$ cat src/srint_pkg.sv
`default_nettype none

package srint_pkg;

  // Coordinate width used when the top level is not overridden.
  localparam int COORD_BITS_DEFAULT = 24;

  // Cross-product sign units: four per rectangle diagonal, two diagonals.
  localparam int CROSS_UNITS = 8;

  // Result stream data width: the hit flag padded to one byte.
  localparam int OUT_W = 8;

  // Load enables for the two register stages inside a cross unit.
  typedef struct packed {
    logic prod;
    logic sign;
  } cross_en_t;

  // Sign of one cross product, with zero kept apart from positive.
  typedef struct packed {
    logic neg;
    logic zero;
  } sign_t;

endpackage

`default_nettype wire

$ cat src/srint_cross.sv
`default_nettype none

module srint_cross import srint_pkg::*; #(
  parameter int COORD_BITS = COORD_BITS_DEFAULT,
  localparam int OPW = COORD_BITS + 2,
  localparam int PW  = 2 * OPW,
  localparam int DW  = PW + 1
) (
  input  logic                  clk,
  input  cross_en_t             en,
  input  logic signed [OPW-1:0] a,
  input  logic signed [OPW-1:0] b,
  input  logic signed [OPW-1:0] c,
  input  logic signed [OPW-1:0] d,
  output sign_t                 sg
);

  logic signed [PW-1:0] p_ab, p_cd;
  logic signed [DW-1:0] diff;

  always_ff @(posedge clk) begin
    if (en.prod) begin
      p_ab <= a * b;
      p_cd <= c * d;
    end
  end

  assign diff = p_ab - p_cd;

  always_ff @(posedge clk) begin
    if (en.sign) begin
      sg.neg  <= diff[DW-1];
      sg.zero <= (diff == '0);
    end
  end

endmodule

`default_nettype wire

$ cat config.mk
export PLATFORM = sky130hd
export DESIGN_NAME = srint_cross
export DESIGN_NICKNAME = d
export VERILOG_FILES = /design/src/srint_pkg.sv /design/src/srint_cross.sv
export SDC_FILE = /design/constraint.sdc
export NUM_CORES = 2
export LEC_CHECK = 0
export BUFFER_PORTS_ARGS = -buffer_cell sky130_fd_sc_hd__buf_4
export CAP_MARGIN = 20
export CORE_MARGIN = 1
export CORE_UTILIZATION = 65
export DETAILED_ROUTE_END_ITERATION = 16
export GPL_ROUTABILITY_DRIVEN = 0
export PLACE_DENSITY = 0.78
export SLEW_MARGIN = 40
export SYNTH_ARGS = -nofsm -noshare
export SYNTH_HDL_FRONTEND = slang
export SYNTH_SLANG_ARGS = --single-unit
export TNS_END_PERCENT = 50
$ cat constraint.sdc
create_clock -name clk -period 18.6 [get_ports clk]
set_input_delay 5.58 -clock clk [delete_from_list [all_inputs] [get_ports clk]]
set_output_delay 5.58 -clock clk [all_outputs]
set_load 0.03 [all_outputs]
; Yosys cells after proc, flatten, opt, wreduce, memory -nomap -nowiden
; Index checks and enable logic that the tools add are counted.
[classes]
shift = 0
reduce_logical = 1
n_mux = 0
bitwise_logic = 0
eq_ne = 0
div_mod_pow = 0
mul = 2
addsub = 1
n_lt_le_gt_ge = 0
[op_table]
columns = operator, count
row1 = multiplier 26 x 26 -> 52 bit, 2
row2 = zero test 53 bit, 1
row3 = subtractor 52 x 52 -> 53 bit, 1
[totals]
latch_bits = 0
ff_bits = 106
ramBits = 0
output_inout_bits = 2
elab_cells = 8
inputBits = 107
mem_count = 0
romBits = 0

; Longest topological paths before layout
[logic_depth]
word_depth = 2
depth_mapped = 31
depth_no_buf = 28

; Least setup slack after synthesis
; OpenSTA, ideal clock, no wires.
[synth_timing]
kind = input to register
startpoint = in d[2]
endpoint = reg p_cd[49] (data pin)
setup_time_ns = 0.258
arrival_ns = 12.393
required_time_ns = 18.342
cell_stages = 29
path_slack_ns = 5.949
path_buffers = 3
cell_sequence = clkbuf_1 clkbuf_1 nand2_1 fa_1 inv_1 fa_1 inv_1 fa_1 inv_1 fa_1 inv_1 fa_1 inv_1 fa_1 inv_1 fa_1 inv_1 ha_1 clkbuf_1 a31oi_1 a211o_1 o41a_1 a31oi_2 a221o_1 a21o_1 a21o_1 nand2_1 o31a_1 xnor2_1
[synth_via]
elab_chain_cells = 1
[synth_rtl]
columns = item, line_no
row1 = from (decl), srint_cross.sv:14  ; input logic signed [OPW-1:0] d,
row2 = multiplier 26 x 26 -> 52 bit, srint_cross.sv:24  ; p_cd <= c * d;
row3 = to (signal assigned), srint_cross.sv:24
row4 = to (decl), srint_cross.sv:18  ; logic signed [PW-1:0] p_ab, p_cd;
; No other way between the ends.
; A chain may end at the register's enable or synchronous reset.

; Worst setup path after layout
[layout_timing]
startpoint = in d[2]
endpoint = reg p_cd[51] (data pin)
; The elaborated chain is that of the path after synthesis.

==> results.tsv <==
metric	value	unit
synthArstFlopShare	0	%
yosys_warnings	0	
synth_top_area_share	51.5	%
worstSkewPairLatency	0.37	ns
cts.htree.levels	3	
drv_cap	0	
synth_edf_count	106	
ctsHoldBuffers	0	
arrival	12.82	ns
overflow	0	
synth_common_cells	inv_1, fa_1, nand2_1, and2_1, ha_1	
fp.dieArea	86100	µm²
synthSimpleGateAreaFrac	15.0	%
syn_to_final_growth	2.86	%
drive_above_1_share	2.96	%
worst-path-max-fanout	26	
track_usage	32.1	%
worst-endpoint-required	18.72	ns
seqCellArea	3180	µm²
die_w	293	µm
antenna_found_initial	2	
wl	130000	µm
avgSynthCellArea	9.28	µm²
status	finished clean	
syn_inst	5948	
r2r_start	p_ab[41]	
setup_viol	0	
fmax	78.7	MHz
synth-compound-area-share	5.51	%
core-area	83800	µm²
fin_crit_sh	68.3	%
min_path_type	register to register	
r2r_cells	13	
rrSetupSlack	13.52	ns
post-cts-setup-buffer-count	0	
synth_most_common_cell	inv_1	
rsz0062_at_grt	no	
wire_per_inst	18.7	µm
cts_tree	built	
cts_sinks	106	
syn_nets	7820	
synth-adder-area-share	59.3	%
die_y	293	µm
grt_pass1_vias	43123	
grt_pass1_wl	217000	µm
fillers	6724	
crit_start	d[2]	
fin_util	67.7	%
r2r_end	sg[0]	
cts_resized	0	
min_period	12.71	ns
ys_ff_latch	106	
synth-xor-area-share	2.30	%
yosysTopAreaCell	fa_1	
antenna_left	0	
start_util	65.9	%
hold_start	p_ab[51]	
multi_input_area	45400	µm²
yosysUniqueCellTypes	92	
synth_area_leaders	fa_1, inv_1, ha_1	
hold_violations	0	
root_buffer	clkbuf_16	
syn_area	55200	µm²
finalMaxSlewViolations	0	
startpoint_type	input port	
ys.flop_type	edfxtp_1	
numCtsBuffers	9	
row_count	106	
dr_total_vias	39527	
vias_per_cell	5.69	
pin_count	109	
tns	0	ns
dp_hpwl	106000	µm
grt_max_degree	55	
firstDrtPassIters	7	
synth_top_family_by_area	adder cells	
initialDrtViolationCount	2754	
tightest_slew	0.783	ns
hold-path-cell-count	3	
muxShareOfSynthArea	0.129	%
synth_seq_area_share	5.77	%
fin_hold_ws	1.04	ns
relSlewSlack	47.7	%
worstSetupPathType	input port to register	
crit_path_end_kind	register	
clock_skew	0.00801	ns
clk_pin_slew	0.07	ns
nNetsFinal	7682	
io_buffers	108	
endpoint	p_cd[51]	
clock_path_buffers	2	
drc	0	
[kinds of logic after synthesis]
kind of cell,after synthesis
DFF,106
adders and majority gates,1765
AOI/OAI and AO/OA,454
muxes,7
buffers and inverters,1757
xor gates and xnor gates,145
and+or+nand+nor,1714
[critical path: stages]
cell and delay, ns:
buf_4 0.32, nand2_1 0.13, fa_1 0.55, inv_1 0.06, fa_1 0.53, inv_1 0.07
fa_1 0.55, inv_1 0.06, fa_1 0.50, inv_1 0.05, fa_1 0.53, inv_1 0.05
fa_1 0.47, inv_1 0.05, fa_1 0.47, inv_1 0.04, ha_1 0.37, a31oi_1 0.30
nand2_1 0.11, a211oi_2 0.36, o41a_1 0.25, a31oi_2 0.18, a221o_1 0.41, a31o_2 0.29
a221o_1 0.29, a21oi_1 0.18, xnor2_1 0.08
[layer usage]
| metal | part of all wire [%] | vias to the layer above | GRT usage (%) |
|---|---|---|---|
| met2 | 51 | 1583 | 55.4 |
| met3 | 6.5 | 447 | 4.15 |
| met5 | 0 | - | 0 |
| met4 | 5.5 | 0 | 15.1 |
| li1 | - | 17097 | - |
| met1 | 37 | 20400 | 40.4 |
[flip-flops by register name, summed over array words and instances, names as in the netlist]
register	count
p_ab	52
p_cd	52
sg	2
[cells in the final DEF, fill, tap and decap left out, drive strengths merged, types with 23 or more instances in the layout]
master / n
edfxtp: 106
buf: 111
nand2: 851
and2: 565
o21a: 23
ha: 344
nand3: 31
inv: 1499
xor2: 46
a21o: 65
nand2b: 25
fa: 1421
a21oi: 141
xnor2: 99
nor2: 133
o21ai: 91
nand4: 24
[cell type report]
class                      count  area share (%)
inverter                    1497            9.90
tap                         1134            2.50
antenna                        2         0.00881
clock inverter                 6           0.130
timing repair buffer         111            1.47
multi-input combinational   4085            80.0
clock buffer                  10           0.403
sequential                   106            5.61
[worst min path at each step]
stage                        to  slack, ns
after floorplan           sg[1]       0.78
after global placement    sg[0]       1.02
after detailed placement  sg[1]       1.03
after CTS                 sg[0]       1.04
after global routing      sg[0]       1.10
final                     sg[1]       1.04
[metrics by stage]
stage	cells	instance area [µm²]	worst slack (ns)
2_1_floorplan	5948	55200	5.95
3_3_place_gp	6933	56500	5.69
3_5_place_dp	6933	56500	5.53
4_1_cts	6949	56800	5.91
5_1_grt	6949	56800	5.52
6_report	6951	56800	5.89
Power is left out: the tool's default activity adds up to more than one toggle a clock period on the data nets, which glitch-free logic cannot reach.
