## config.mk

```make
export PLATFORM = sky130hd
export DESIGN_NAME = srint_prep
export DESIGN_NICKNAME = d
export VERILOG_FILES = /design/src/srint_pkg.sv /design/src/srint_prep.sv
export SDC_FILE = /design/constraint.sdc
export NUM_CORES = 1
export LEC_CHECK = 0
export ABC_AREA = 1
export BUFFER_PORTS_ARGS = -buffer_cell sky130_fd_sc_hd__clkbuf_2
export CORE_AREA = 2 2 394 396
export DETAILED_ROUTE_END_ITERATION = 10
export DIE_AREA = 0 0 396 398
export PLACE_DENSITY = 0.46
export SYNTH_ARGS = -nofsm -noshare
export SYNTH_HDL_FRONTEND = slang
export SYNTH_SLANG_ARGS = --single-unit
```

## constraint.sdc

```tcl
create_clock -name clk -period 3.85 [get_ports clk]
set_input_delay 0.385 -clock clk [delete_from_list [all_inputs] [get_ports clk]]
set_output_delay 0.385 -clock clk [all_outputs]
set_load 0.03 [all_outputs]
```

## src/srint_pkg.sv

```systemverilog
`default_nettype none

package srint_pkg;

  // Coordinate width used when the top level is not overridden.
  localparam int COORD_BITS_DEFAULT = 24;

  // Cross-product sign units: four per rectangle diagonal, two diagonals.
  localparam int CROSS_UNITS = 8;

  // Result stream data width: the hit flag padded to one byte.
  localparam int OUT_W = 8;

  // Load enables for the two register stages inside a cross unit.
  typedef struct packed {
    logic prod;
    logic sign;
  } cross_en_t;

  // Sign of one cross product, with zero kept apart from positive.
  typedef struct packed {
    logic neg;
    logic zero;
  } sign_t;

endpackage

`default_nettype wire

```

## src/srint_prep.sv

```systemverilog
`default_nettype none

module srint_prep import srint_pkg::*; #(
  parameter int COORD_BITS = COORD_BITS_DEFAULT,
  localparam int OPW = COORD_BITS + 2
) (
  input  logic                         clk,
  input  logic                         en,
  input  logic signed [COORD_BITS-1:0] rect_left,
  input  logic signed [COORD_BITS-1:0] rect_top,
  input  logic        [COORD_BITS-2:0] rect_width,
  input  logic        [COORD_BITS-2:0] rect_height,
  input  logic signed [COORD_BITS-1:0] start_x,
  input  logic signed [COORD_BITS-1:0] start_y,
  input  logic signed [COORD_BITS-1:0] end_x,
  input  logic signed [COORD_BITS-1:0] end_y,
  output logic signed [OPW-1:0]        op_a [CROSS_UNITS],
  output logic signed [OPW-1:0]        op_b [CROSS_UNITS],
  output logic signed [OPW-1:0]        op_c [CROSS_UNITS],
  output logic signed [OPW-1:0]        op_d [CROSS_UNITS],
  output logic                         inside_start,
  output logic                         inside_end
);

  logic signed [OPW-1:0] l, t, w, h, r, b, sx, sy, ex, ey, dx, dy;
  logic signed [OPW-1:0] a_c [CROSS_UNITS];
  logic signed [OPW-1:0] b_c [CROSS_UNITS];
  logic signed [OPW-1:0] c_c [CROSS_UNITS];
  logic signed [OPW-1:0] d_c [CROSS_UNITS];
  logic                  in_s_c, in_e_c;

  // Two guard bits keep right, bottom and every difference exact.
  assign l  = OPW'(rect_left);
  assign t  = OPW'(rect_top);
  assign w  = OPW'(rect_width);
  assign h  = OPW'(rect_height);
  assign sx = OPW'(start_x);
  assign sy = OPW'(start_y);
  assign ex = OPW'(end_x);
  assign ey = OPW'(end_y);
  assign r  = l + w;
  assign b  = t + h;
  assign dx = ex - sx;
  assign dy = ey - sy;

  // Each unit takes the sign of a*b - c*d. Units 0..3 test the diagonal from
  // top left to bottom right, units 4..7 the one from top right to bottom left.
  // Within a diagonal: both segment-side tests first, then both diagonal-side.
  always_comb begin
    a_c[0] = l - sx;  b_c[0] = dy; c_c[0] = t - sy;  d_c[0] = dx;
    a_c[1] = r - sx;  b_c[1] = dy; c_c[1] = b - sy;  d_c[1] = dx;
    a_c[2] = sx - l;  b_c[2] = h;  c_c[2] = sy - t;  d_c[2] = w;
    a_c[3] = ex - l;  b_c[3] = h;  c_c[3] = ey - t;  d_c[3] = w;
    a_c[4] = r - sx;  b_c[4] = dy; c_c[4] = t - sy;  d_c[4] = dx;
    a_c[5] = l - sx;  b_c[5] = dy; c_c[5] = b - sy;  d_c[5] = dx;
    a_c[6] = sx - r;  b_c[6] = h;  c_c[6] = sy - t;  d_c[6] = l - r;
    a_c[7] = ex - r;  b_c[7] = h;  c_c[7] = ey - t;  d_c[7] = l - r;
  end

  assign in_s_c = (sx > l) && (sx < r) && (sy > t) && (sy < b);
  assign in_e_c = (ex > l) && (ex < r) && (ey > t) && (ey < b);

  always_ff @(posedge clk) begin
    if (en) begin
      op_a         <= a_c;
      op_b         <= b_c;
      op_c         <= c_c;
      op_d         <= d_c;
      inside_start <= in_s_c;
      inside_end   <= in_e_c;
    end
  end

endmodule

`default_nettype wire

```

# == Word-level counts from Yosys, hierarchy flattened ==
# Cells that the tools add are included.
# op_classes
addsub,15
n_mul,0
n_div,0
n_lt_le_gt_ge,8
n_eq_ne,0
shifts,0
muxes,0
bitwise,0
reduce_logical,6
# op_table
operator,count
24-bit by 24-bit subtractor with 25-bit output,8
24-bit by 25-bit less-than comparator with 1-bit output,4
24-bit > comparator,4
24-bit by 25-bit subtractor with 26-bit output,3
25-bit by 24-bit subtractor with 26-bit output,2
24-bit by 24-bit adder with 25-bit output,2
1-bit logical AND,6
# word_totals
reg_bits,386
latchBits,0
mem_bits_rw,0
mem_bits_ro,0
inputBits,192
out_inout_bits,834
word_cells,46
mem_count,0

# == Logic depth before layout (Yosys ltp) ==
# Gate-level depths: netlist (run 1).
# depth
ltp_word,5
mapped_depth,30
depth_no_buf,30

# == Least setup slack after synthesis (run 1) ==
# OpenSTA, ideal clock, no wires.
# synth_path
path_type,input to register
from,input port rect_top[0]
to,"register inside_start, data pin"
setup_time_ps,254
arrival_ps,3453
t_required_ps,3596
path_slack_ps,143
path_stages,22
path_buffers,0
cell_sequence,ha_1 > fa_1 > nand3_1 > nand2_1 > nand2_1 > nand2_1 > a21oi_1 > o21ai_1 > a21oi_1 > o21ai_1 > a21o_1 > xor2_1 > ha_1 > nand2_1 > nor4_1 > nand4_1 > nand2_1 > a221oi_1 > o211ai_1 > nor2_1 > o21ai_1 > nor2_1
# synth_via
elab_chain_cells,3
word_cells_on_any_way,5
classes_between,1 x add/sub; 2 x order compare; 2 x reduce/logical
# synth_rtl
item,line,source
from (decl),srint_prep.sv:10,"input logic signed [COORD_BITS-1:0] rect_top,"
24-bit by 24-bit adder with 25-bit output / 24-bit > comparator (equally long branches),"srint_prep.sv:42, srint_prep.sv:60",
24-bit by 25-bit less-than comparator with 1-bit output / 1-bit logical AND (equally long branches),srint_prep.sv:60,assign in_s_c = (sx > l) && (sx < r) && (sy > t) && (sy < b);
1-bit logical AND *,srint_prep.sv:60,
via in_s_c,srint_prep.sv:30,"logic in_s_c, in_e_c;"
to (signal assigned),srint_prep.sv:69,inside_start <= in_s_c;
to (decl),srint_prep.sv:21,"output logic inside_start,"
# The timed path passes the listed nets; every way through them passes the cells marked *.
# A chain may end at the register's enable or synchronous reset.

==> results of run 1 <==
==> final cells by class <==
| class | instances | area share (%) |
|---|---|---|
| multi-input combinational | 2640 | 38.9 |
| sequential | 375 | 25.1 |
| timing repair buffer | 1675 | 22.8 |
| tap | 2044 | 5.71 |
| inverter | 483 | 4.05 |
| clock buffer | 54 | 2.69 |
| clock inverter | 27 | 0.587 |
| antenna | 25 | 0.140 |
==> worst max-delay path, delay by kind of cell <==
| kind | cells | cell delay [ns] |
|---|---|---|
| AO/OA/AOI/OAI | 7 | 1.45 |
| XOR/XNOR | 1 | 0.20 |
| adder cells (fa/ha/maj) | 3 | 0.92 |
| buffers and inverters | 5 | 0.77 |
| AND/OR/NAND/NOR | 5 | 0.35 |
==> state kept, by name (all words and copies together), names as in the netlist <==
name	count
inside_end	1
inside_start	1
op_d	74
op_a	151
op_b	48
op_c	100
==> through the flow <==
| stage | power, uW | setup WS, ns | cell area [sq um] | cells | TNS (ns) |
|---|---|---|---|---|---|
| 2_1_floorplan | 14500 | 0.143 | 34000 | 4012 | 0 |
| 3_3_place_gp | 19900 | -0.640 | 42900 | 7197 | -13.64 |
| 3_5_place_dp | 19800 | -0.729 | 42900 | 7197 | -13.68 |
| 4_1_cts | 24500 | 0.0320 | 44600 | 7297 | 0 |
| 5_1_grt | 25400 | -0.0871 | 44800 | 7316 | -0.0871 |
| 6_report | 24100 | 0.151 | 44800 | 7323 | 0 |
==> where the power goes <==
part	switching (uW)	leakage (uW)	total (uW)	internal, uW
clock	1930	0.000711	4440	2510
sequential	769	0.00367	6490	5730
combinational	8810	0.0179	13200	4390
total	11500	0.0223	24100	12600
==> what timing repair did <==
item / CTS / global route
hold buffers: 19 / 0
endpoints found under the setup margin: 1 / 7
endpoints found under the hold margin: 19 / 0
pin swaps: 1 / 8
setup buffers: 0 / 1
resized for setup: 1 / 29
==> synthesized netlist by cell type, drive strengths merged (3+ instances only) <==
cell and count:
xor2 228, a31oi 34, o21bai 26, nor3 33
inv 483, buf 466, o211ai 13, nand3 128
o31ai 3, o21ai 187, a21o 24, a211oi 11
nor2 241, ha 371, xnor2 100, o221ai 19
nand3b 5, nand2 684, o2111ai 8, clkbuf 48
a221oi 9, nand4 42, nor4 16, fa 15
a21boi 18, edfxtp 375, a21oi 369, o21a 26
==> layer usage <==
layer / vias up / global-route usage, % / wire length (um)
li1: 15481 / - / -
met5: - / 0 / 13
met3: 245 / 2.49 / 6930
met4: 2 / 9.01 / 7770
met2: 1148 / 42.0 / 95200
met1: 15337 / 23.8 / 68500
==> path summary, 6_finish.rpt <==
check | from | to | depth (start not counted)
worst max-delay path | rect_left[0] | op_a[48] | 21
worst min-delay path | rect_height[19] | op_b[19] | 1
==> logic make-up (layout without fill, tap and decap cells) <==
group,count (synthesis),count (layout)
and+or+nand+nor,1153,1153
adders and majority gates,386,386
buffers and inverters,997,2239
other,1,43
AOI/OAI and AO/OA,755,755
DFF,375,375
xor gates and xnor gates,328,328
==> placed cells by master (no fill, tap or decap), types with 30 or more instances in the layout <==
cell,n
clkbuf_2,1006
nand2_1,635
xnor2_1,100
ha_1,365
edfxtp_1,375
o21ai_0,130
a21oi_1,358
inv_1,469
xor2_1,225
nor2_1,223
nand3_1,117
nand4_1,40
buf_4,642
o21ai_1,49
clkbuf_16,47
a31oi_1,33
nand2_2,39
nor3_1,30
==> metrics.csv, run 1 <==
metric,value,unit
largest net degree at the start of global routing,77,
Residual DRC,0,
asr flop ratio synth,0,%
worst hold slack,0.0388,ns
Hold Fails Final Rpt,0,
routed length per instance,24.4,um
Layout area overhead,31.9,%
HP Class,in -> reg,
max-slew violations,0,
Post-Synthesis Cells,3995,
CTS max path bufs,3,
drt total wl,178000,um
first-pass GRT wire length,240000,um
max-cap viol count,0,
FF+latch area,0.0113,sq mm
multi-input combinational cell area,0.0174,sq mm
post-detail-place hpwl,158000,um
YS warnings,0,
Die Ht,398,um
f_max,0.270,GHz
share of layout cells above drive strength 1,35.4,%
post-route ant nets,0,
Synth top area share,33.2,%
"EDFF count, synth",375,
clock root buffer,clkbuf_16,
vias per cell,4.40,
Compound-Gate Fraction of Synth Area,12.9,%
mux contribution to synthesized area,0,%
1st-pass router iterations,7,
Vias,32213,
Synth area leader,edfxtp_1,
starting density of the core,22.1,%
die footprint,0.158,sq mm
leakage power,0.0223,uW
nets,5800,
simple-gate portion of the synthesized area,14.8,%
average size of a mapped cell,8.50,sq um
crit path max fanout,4,
CTS tree,built,
Core Region,0.153,sq mm
PortBufs,1007,
"top cells by area, synth","edfxtp_1, ha_1, buf_4",
"Top FF cell, synth",edfxtp_1,
FP Rows,144,
main combinational cell family by area after synthesis,buffers and inverters,
CP max-delay cell,fa_1,
Fillers,16704,
Peak supply drop,0.322,mV
CTS sink cnt,375,
initial DRC count,1722,
total grt overflow,0,
setup violators final,0,
"critical path, cell by cell",clkbuf_2 > ha_1 > fa_1 > buf_4 > xor2_1 > inv_1 > ha_1 > a21oi_1 > o21ai_0 > a21oi_1 > nor2_1 > a21oi_1 > buf_4 > o21ai_0 > buf_4 > a21oi_1 > o21ai_2 > nand2_1 > nand2_1 > nand2_1 > nand2_1,
fin crit share,96.1,%
CTS H-tree lvls,2,
IO Count,1026,
relative slew slack,31.7,%
adder-cell share of the synthesized area,14.6,%
Die Wd,396,um
unrepaired setup endpoints after global routing,yes,
GPL Wtd Cong,0.995,
Crit. End Element,flop,
gr usage total,21.7,%
area share of xor/xnor cells in the synthesized design,8.46,%
Worst EP required,4.22,ns
Pwr Density,539,mW/mm^2
unique cell type count in the Yosys netlist,57,
CP Data Arrival Time,4.07,ns
crit path kind,in -> reg,
post-synthesis sequential area ratio,33.2,%
vias in the first global route,32212,
startpoint types,input pin,
outcome,"finished, final reports clean",
Critical Path Max Stage Delay,0.47,ns
"Clk pin slew, worst setup/hold paths",0.06,ns
CTS Buf Count,47,
initial antenna violation count,63,
utilization after layout,29.2,%
crit path time final,3.70,ns
Worst Tran Pin Value,1.02,ns
Post-Syn Area,0.0339,sq mm
Seq cells post-synth,375,
Note: power is estimated with default switching activity, not from simulation.
==> run 2: changes to the inputs <==
CORE_AREA = 2 2 395 397   (was 2 2 394 396)
DIE_AREA = 0 0 397 399   (was 0 0 396 398)
SETUP_SLACK_MARGIN = 0.15   (was default)
==> metrics.csv, run 2 (synthesis gave the netlist of run 1 again) <==
metric,value,unit,change
flip-flop count of the largest register after layout,151,,unchanged
largest net degree at the start of global routing,81,,+5.2%
gr usage total,21.6,%,-0.13 points
Int Power,12900,uW,+1.8%
initial antenna violation count,71,,+13%
crit path max fanout,2,,-2
clock share of power,19.2,%,+0.8 points
max-slew violations,0,,unchanged
Layout area overhead,32.9,%,
part of the power in registers,26.5,%,-0.4 points
HP Class,in -> reg,,
CTS tree,built,,
vias in the first global route,32182,,-0.093%
FP Rows,144,,unchanged
first-pass GRT wire length,239000,um,-0.30%
post-detail-place hpwl,158000,um,+0.26%
CTS H-tree lvls,2,,unchanged
Die Ht,399,um,+0.25%
nets,5803,,+0.052%
met3 Use GR,3.12,%,+0.64 points
share of layout cells above drive strength 1,36.1,%,+0.71 points
outcome,"finished, final reports clean",,
1st-pass router iterations,7,,unchanged
PortBufs,1007,,unchanged
crit path kind,in -> reg,,
Vias,32016,,-0.61%
"commonest cells after routing, fill and taps aside","clkbuf_2, buf_4, nand2_1",,
Fillers,16717,,+0.078%
IO Count,1026,,unchanged
busiest grt layer,met2,,
largest registers,"op_a: 151 flops, op_c: 100 flops, op_d: 74 flops",,
drt total wl,178000,um,about the same
Die Wd,397,um,+0.25%
design area,0.0451,sq mm,+0.75%
Place WS,-0.908,ns,-0.180 ns
"commonest non-fill, non-tap cell in the layout",clkbuf_2,,
CP Data Arrival Time,3.98,ns,-0.09 ns
"Clk pin slew, worst setup/hold paths",0.06,ns,about the same
Hold Fails Final Rpt,0,,unchanged
startpoint types,input pin,,
Combinational Power Share,54.4,%,-0.3 points
Residual DRC,0,,unchanged
setup violators final,0,,unchanged
GPL Wtd Cong,0.973,,-2.1%
Core Region,0.154,sq mm,+0.23%
f_max,0.277,GHz,+2.4%
final setup margin,0.236,ns,+0.0852 ns
met1 usage,22.9,%,-0.89 points
hold path start,rect_height[21],,
CTS sink cnt,375,,unchanged
CTS Buf Count,47,,unchanged
Worst Tran Pin Value,0.843,ns,-0.174 ns
Peak supply drop,0.356,mV,+11%
Pwr Density,541,mW/mm^2,+0.30%
starting density of the core,22.1,%,-0.052 points
Worst EP required,4.21,ns,about the same
crit path time final,3.61,ns,-0.0852 ns
largest reg by FF count,op_a,,
routed length per instance,24.3,um,about the same
die footprint,0.158,sq mm,+0.50%
Crit. End Element,flop,,
max-cap viol count,0,,unchanged
unrepaired setup endpoints after global routing,yes,,
crit path from,rect_top[0],,
Sw Pwr,11500,uW,+0.24%
initial DRC count,1607,,-6.7%
Global Route met2 Usage,41.6,%,-0.43 points
relative slew slack,43.8,%,+12 points
total grt overflow,0,,unchanged
vias per cell,4.37,,-0.72%
CTS max path bufs,3,,unchanged
Sw Ratio,47.3,%,-0.38 points
fin crit share,93.9,%,-2.2 points
"Cell Area, Placed",0.0429,sq mm,-0.10%
post-route ant nets,0,,unchanged
leakage power,0.0224,uW,+0.52%
clock root buffer,clkbuf_16,,
run 2: cell count changes in the layout (fill, tap and decap cells not counted), moves of 4 or more:
cell	change
a21oi_1	-5
a21oi_2	+5
clkbuf_1	-4
nand2_1	-10
nand2_2	+9
nor2_1	-4
run 2: repair_timing:
item                                   4_1_cts  5_1_grt
buffers inserted                             1        5
pin swaps                                    2       32
endpoints found under the hold margin       22        0
setup endpoints to repair                    2       22
resized for setup                            5       69
hold buffers                                22        0
run 2: per-stage QoR:
stage	total power [uW]	util (%)	hold slack (ns)	instances	setup TNS (ns)
detailed placement	19800	27.9	0.588	7192	-19.25
global placement	19800	27.9	0.587	7192	-18.06
global route	25700	29.3	0.00458	7323	0
finish	24400	29.4	0.0295	7331	0
CTS	24700	29.1	0.00271	7301	0
floorplan	14500	-	0.484	4012	0
run 2: final cells by class:
type / count / area [sq um] / share of cell area (%)
clock inverter: 34 / 358 / 0.793
sequential: 375 / 11300 / 25.0
multi-input combinational: 2640 / 17600 / 39.0
antenna: 25 / 62.6 / 0.139
tap: 2044 / 2560 / 5.67
inverter: 483 / 1820 / 4.02
clock buffer: 52 / 1240 / 2.74
timing repair buffer: 1678 / 10200 / 22.7
run 2: worst paths after layout:
kind,endpoint,slack [ns],depth (start not counted)
max,inside_start,0.24,26
min,op_b[21],0.03,1
run 2: routing by layer:
layer  wire length, um  share of wire, %
met1             66900                38
met5                71             0.040
met3              7710               4.3
met4              9140               5.1
met2             94500                53
run 2: worst max-delay path, cell delays in order:
cell	delay, ns
clkbuf_2	0.11
ha_2	0.20
fa_2	0.35
nand3_1	0.08
nand2_1	0.08
nand2_1	0.09
nand2_2	0.08
a21oi_2	0.12
buf_4	0.13
o21ai_2	0.07
a21oi_2	0.15
buf_4	0.14
o21ai_2	0.06
a21o_1	0.22
xor2_2	0.18
buf_4	0.14
ha_1	0.31
nand2_2	0.08
nor4_4	0.16
nand4_1	0.23
nand2_1	0.14
a221oi_2	0.04
o211ai_1	0.14
nor2_1	0.08
o21ai_1	0.11
nor2_1	0.06
run 2: power groups by stage:
stage               sequential, uW  combinational, uW  clock [uW]
global placement              6590              13300           0
floorplan                     7860               6640           0
detailed placement            6580              13200           0
global route                  6580              14200        4960
finish                        6460              13300        4670
CTS                           6520              13300        4850
